## config.mk

```make
export PLATFORM = sky130hd
export DESIGN_NAME = cbor_geom
export DESIGN_NICKNAME = d
export VERILOG_FILES = /design/src/rtl/cbor_pkg.sv /design/src/rtl/cbor_geom.sv
export SDC_FILE = /design/constraint.sdc
export NUM_CORES = 2
export LEC_CHECK = 0
export BUFFER_PORTS_ARGS = -buffer_cell sky130_fd_sc_hd__buf_2
export CAP_MARGIN = 30
export CELL_PAD_IN_SITES_DETAIL_PLACEMENT = 1
export CELL_PAD_IN_SITES_GLOBAL_PLACEMENT = 1
export CORE_MARGIN = 4
export CORE_UTILIZATION = 52
export DETAILED_ROUTE_END_ITERATION = 8
export HOLD_SLACK_MARGIN = 0.12
export PLACE_DENSITY = 0.84
export SYNTH_ARGS = -nofsm -noshare
export SYNTH_HDL_FRONTEND = slang
export SYNTH_SLANG_ARGS = --single-unit
```

## constraint.sdc

```tcl
create_clock -name clk -period 8.7 [get_ports clk]
set_clock_uncertainty 0.1 [all_clocks]
set_input_delay 0.435 -clock clk [delete_from_list [all_inputs] [get_ports clk]]
set_output_delay 0.435 -clock clk [all_outputs]
set_load 0.05 [all_outputs]
```

## src/rtl/cbor_pkg.sv

```systemverilog
// Shared types, widths and helper functions for the circle/box overlap resolver.
// No dependencies; every other file in rtl/ imports this package.
`timescale 1ns / 1ps

package cbor_pkg;

    localparam int CW   = 24;
    localparam int RW   = CW - 1;
    localparam int DW   = CW + 1;
    localparam int RTW  = RW + 1;
    localparam int SQW  = 2 * RTW;
    localparam int RMW  = RTW + 2;
    localparam int NW   = RW + CW;
    localparam int QW   = CW;
    localparam int CIW  = 2;

    typedef logic signed [CW-1:0] coord_t;

    typedef enum logic [CIW-1:0] {
        CFG_MIN_X = 2'd0,
        CFG_MIN_Y = 2'd1,
        CFG_MAX_X = 2'd2,
        CFG_MAX_Y = 2'd3
    } cfg_idx_t;

    typedef struct packed {
        coord_t          circle_x;
        coord_t          circle_y;
        logic [RW-1:0]   circle_radius;
    } item_t;

    typedef struct packed {
        coord_t  resolved_x;
        coord_t  resolved_y;
        logic    overlapped;
    } result_t;

    typedef struct packed {
        coord_t  min_x;
        coord_t  min_y;
        coord_t  max_x;
        coord_t  max_y;
    } box_t;

    typedef struct packed {
        coord_t         cx;
        coord_t         cy;
        logic [RW-1:0]  r;
        logic [RW-1:0]  ax;
        logic [RW-1:0]  ay;
        logic           neg_x;
        logic           neg_y;
        logic           in_box;
        logic           hit;
    } side_t;

    typedef struct packed {
        coord_t  cx;
        coord_t  cy;
        logic    sub_x;
        logic    sub_y;
        logic    hit;
        logic    apply;
    } dside_t;

    function automatic logic signed [DW-1:0] sext1(coord_t v);
        return {v[CW-1], v};
    endfunction

    function automatic coord_t sat_add(coord_t c, logic [QW-1:0] q, logic sub);
        logic signed [CW+1:0] s;
        logic signed [CW+1:0] e;
        begin
            e = {2'b00, q};
            s = sub ? ({{2{c[CW-1]}}, c} - e) : ({{2{c[CW-1]}}, c} + e);
            if (s > $signed({3'b000, {(CW-1){1'b1}}}))
                return {1'b0, {(CW-1){1'b1}}};
            else if (s < -$signed({3'b001, {(CW-1){1'b0}}}))
                return {1'b1, {(CW-1){1'b0}}};
            else
                return s[CW-1:0];
        end
    endfunction

endpackage

```

## src/rtl/cbor_geom.sv

```systemverilog
// Front stages: closest box point, offsets, far test and squared distances.
// Depends on cbor_pkg.
`timescale 1ns / 1ps

module cbor_geom (
    input  logic                clk,
    input  logic                rst_n,
    input  logic                adv,
    input  logic                in_valid,
    input  cbor_pkg::item_t     item,
    input  cbor_pkg::box_t      box,
    output logic                out_valid,
    output cbor_pkg::side_t     side,
    output logic [cbor_pkg::SQW-1:0] d2
);
    import cbor_pkg::*;

    // stage 1
    logic                  v1_reg;
    logic signed [DW-1:0]  dx1_reg, dy1_reg;
    coord_t                cx1_reg, cy1_reg;
    logic [RW-1:0]         r1_reg;
    logic                  ins1_reg;

    coord_t                cx, cy, px, py, cpx, cpy;
    logic                  in_box, left, bottom, near_x;
    logic signed [DW-1:0]  ex, ey;

    always_comb
    begin
        cx     = item.circle_x;
        cy     = item.circle_y;
        in_box = (cx > box.min_x) && (cx < box.max_x) &&
                 (cy > box.min_y) && (cy < box.max_y);
        left   = $signed({cx, 1'b0}) < (sext1(box.min_x) + sext1(box.max_x));
        bottom = $signed({cy, 1'b0}) < (sext1(box.min_y) + sext1(box.max_y));
        ex     = left ? (sext1(cx) - sext1(box.min_x)) : (sext1(box.max_x) - sext1(cx));
        ey     = bottom ? (sext1(cy) - sext1(box.min_y)) : (sext1(box.max_y) - sext1(cy));
        near_x = ex < ey;
        cpx    = (cx > box.min_x) ? ((cx < box.max_x) ? cx : box.max_x) : box.min_x;
        cpy    = (cy > box.min_y) ? ((cy < box.max_y) ? cy : box.max_y) : box.min_y;
        if (in_box)
        begin
            px = near_x ? (left ? box.min_x : box.max_x) : cx;
            py = near_x ? cy : (bottom ? box.min_y : box.max_y);
        end
        else
        begin
            px = cpx;
            py = cpy;
        end
    end

    // stage 2
    logic                  v2_reg;
    side_t                 s2_reg;
    logic [DW-1:0]         adx, ady;
    logic                  far;

    always_comb
    begin
        adx = dx1_reg[DW-1] ? DW'(-dx1_reg) : DW'(dx1_reg);
        ady = dy1_reg[DW-1] ? DW'(-dy1_reg) : DW'(dy1_reg);
        far = (adx > {2'b00, r1_reg}) || (ady > {2'b00, r1_reg});
    end

    // stage 3
    logic                  v3_reg;
    side_t                 s3_reg;
    logic [2*RW-1:0]       sqx_reg, sqy_reg, r2_reg;

    // stage 4
    logic                  v4_reg;
    side_t                 s4_reg;
    side_t                 s4_next;
    logic [SQW-1:0]        d2_reg;
    logic [SQW-1:0]        d2_next;

    assign d2_next = SQW'(sqx_reg) + SQW'(sqy_reg);

    always_comb
    begin
        s4_next     = s3_reg;
        s4_next.hit = s3_reg.hit && (d2_next <= SQW'(r2_reg));
    end

    always_ff @(posedge clk or negedge rst_n)
    begin
        if (!rst_n)
        begin
            v1_reg <= 1'b0;
            v2_reg <= 1'b0;
            v3_reg <= 1'b0;
            v4_reg <= 1'b0;
        end
        else if (adv)
        begin
            v1_reg <= in_valid;
            v2_reg <= v1_reg;
            v3_reg <= v2_reg;
            v4_reg <= v3_reg;
        end
    end

    always_ff @(posedge clk)
    begin
        if (adv)
        begin
            dx1_reg  <= sext1(cx) - sext1(px);
            dy1_reg  <= sext1(cy) - sext1(py);
            cx1_reg  <= cx;
            cy1_reg  <= cy;
            r1_reg   <= item.circle_radius;
            ins1_reg <= in_box;

            s2_reg.cx     <= cx1_reg;
            s2_reg.cy     <= cy1_reg;
            s2_reg.r      <= r1_reg;
            s2_reg.ax     <= adx[RW-1:0];
            s2_reg.ay     <= ady[RW-1:0];
            s2_reg.neg_x  <= dx1_reg[DW-1];
            s2_reg.neg_y  <= dy1_reg[DW-1];
            s2_reg.in_box <= ins1_reg;
            s2_reg.hit    <= !far;

            s3_reg  <= s2_reg;
            sqx_reg <= s2_reg.ax * s2_reg.ax;
            sqy_reg <= s2_reg.ay * s2_reg.ay;
            r2_reg  <= s2_reg.r * s2_reg.r;

            s4_reg <= s4_next;
            d2_reg <= d2_next;
        end
    end

    assign out_valid = v4_reg;
    assign side      = s4_reg;
    assign d2        = d2_reg;

endmodule

```

==> flow_summary.json <==
{
  "min_period_ns": 8.94,
  "syn_inst": 8202,
  "synth-simple-area-share": 0.100,
  "cts.sink_count": 668,
  "tightest_slew_ns": 1.14,
  "rsz0062_at_grt": "true",
  "synth_mux_area_frac": 0.0196,
  "mostFrequentLayoutCells": "inv_1 (1827), fa_1 (1165), ha_1 (910)",
  "syn-cell-area_sq_mm": 0.0836,
  "finalCritPeriodShare": 1.03,
  "crit_fanout": 14,
  "hp-class": "input port to register",
  "ys_ff_latch": 668,
  "core_area_sq_mm": 0.159,
  "ios": 341,
  "slew_violations": 0,
  "antenna_left": 0,
  "synth_edf_count": 664,
  "numCtsBuffers": 81,
  "final_nets": 11283,
  "track_usage": 0.347,
  "finish.instance_area_sq_mm": 0.0956,
  "ys_warn_count": 0,
  "cts_tree": "yes",
  "initialDrtViolationCount": 4798,
  "synth_fp_nets": 10459,
  "dpl_cell_area_sq_mm": 0.0909,
  "drtPass1Iterations": 7,
  "violations": "setup timing",
  "yosys-top-cells-area": "fa_1 (28%), edfxtp_1 (24%), ha_1 (14%)",
  "critical_path_class": "input port to register",
  "worstPathBufferInverterCount": 11,
  "place.gp.congestion": 1.01,
  "htreeDepth": 3,
  "die_h_um": 409,
  "synth-xor-area-share": 0.0403,
  "yosysTopAreaCell": "fa_1",
  "slowest_stage": "fa_2",
  "drc": 0,
  "rows": 146,
  "async_flop_share": 0.00599,
  "max_cap_viol_count": 0,
  "place_hpwl_um": 235000,
  "grt_pass1_wl_um": 443000,
  "synth_top_flop_cell": "edfxtp_1",
  "synth_fa_ha_area_frac": 0.417,
  "max_slew_margin": 0.239,
  "drive_gt1_frac": 0.126,
  "critPathMostFrequentCell": "buf_4",
  "root_buffer": "clkbuf_16",
  "die_w_um": 409,
  "mostFrequentLayoutCell": "inv_1",
  "grt_max_degree": 168,
  "max_freq_ghz": 0.112,
  "syn_to_final_growth_pct": 14.4,
  "setup_ws_ns": -0.237,
  "run_status": "finished with violations",
  "filler_cell_count": 17340,
  "clockBufferDepth": 3,
  "seq_area_frac_synth": 0.240,
  "io_buffers": 339,
  "routed_wl_um": 297000,
  "setup_viol": 19,
  "seqCellArea_sq_mm": 0.0200,
  "synthDistinctLibCells": 95,
  "antenna_found_initial": 20,
  "synth_compound_area_frac": 0.0910,
  "grt.overflow.total": 0,
  "cp.arrival_ns": 9.32,
  "wl_per_cell_um": 26.4,
  "syn_area_per_cell_sq_um": 10.2,
  "cp.required_ns": 9.08,
  "grt_pass1_vias": 75682,
  "initial_core_util": 0.525,
  "die-area_sq_mm": 0.167,
  "via_per_inst": 5.82,
  "clock_latency_ns": 0.74,
  "vias": 65498,
  "crit_family": "compound AO/OA/AOI/OAI gates",
  "hold_viol_final": 0,
  "multi_input_area_sq_mm": 0.0565,
  "crit_path_start_kind": "input port",
  "clk_pin_slew_worst_paths_ns": 0.06,
  "synth_top_family_by_area": "adder cells",
  "slowest_delay_ns": 0.37,
  "yosysTopAreaCellShare": 0.280,
  "cp-end-kind": "register"
}
-- synth_stat cells, types with 149 or more instances --
cell and n:
xnor2_1 263, nand2_1 603, a21oi_1 327, mux2i_1 149
edfxtp_1 664, inv_1 1829, ha_1 917, nor2_1 285
o21ai_0 234, clkbuf_1 171, and2_1 361, a21o_1 197
fa_1 1169
-- kinds of logic (layout without fill, tap and decap cells) --
group / Yosys count / count (layout)
fa+ha+maj: 2086 / 2086
buf+inv: 2024 / 2916
simple gates: 1707 / 1707
compound gates: 1169 / 1169
flops: 668 / 668
xor+xnor: 385 / 385
mux: 162 / 162
other cells: 1 / 10
-- worst paths after layout --
check / startpoint / to / slack (ns) / cells past startpoint
min: adv / s2_reg[106] / 0.15 / 1
min reg2reg: s3_reg[81] / side[81] / 0.31 / 0
max in group asynchronous: rst_n / v2_reg / 7.76 / 3
min in group asynchronous: rst_n / out_valid / 0.56 / 3
max: box[24] / dy1_reg[24] / -0.24 / 52
max reg2reg: s2_reg[18] / sqy_reg[43] / 0.06 / 25
-- repair_timing --
item,CTS,global route
hold buffers,74,0
endpoints found under the hold margin,76,0
gates cloned,3,1
resized for setup,46,50
buffers inserted,36,31
pin swaps,64,56
setup endpoints to repair,32,42
-- layout make-up --
type                    count  area share
flip-flops and latches    668       0.210
well taps                2146      0.0281
diodes                      9    0.000235
inverters                1830      0.0718
multi-input cells        5510       0.590
clock inverters            55     0.00744
clock buffers              96      0.0220
repair buffers            935      0.0705
-- routing by layer --
metal	part of all wire	up-vias	GRT usage
li1	-	28237	-
met1	0.36	33450	0.391
met2	0.50	2727	0.612
met3	0.062	1076	0.0546
met4	0.078	8	0.226
met5	0.00019	-	0
-- per-stage QoR --
stage / utilization / std cells / hold slack, ns / setup WS, ns / TNS [ns]
after floorplan: - / 8202 / 0.0394 / -0.445 / -6.03
after global placement: 0.571 / 10945 / 0.144 / -1.19 / -33.95
after detailed placement: 0.571 / 10946 / 0.151 / -1.46 / -41.29
after CTS: 0.597 / 11209 / 0.120 / 0.0132 / 0
after global routing: 0.601 / 11241 / 0.158 / -0.729 / -12.27
final: 0.601 / 11249 / 0.150 / -0.237 / -2.26
Power is left out: the tool's default activity adds up to more than one toggle a clock period on the data nets, which glitch-free logic cannot reach.
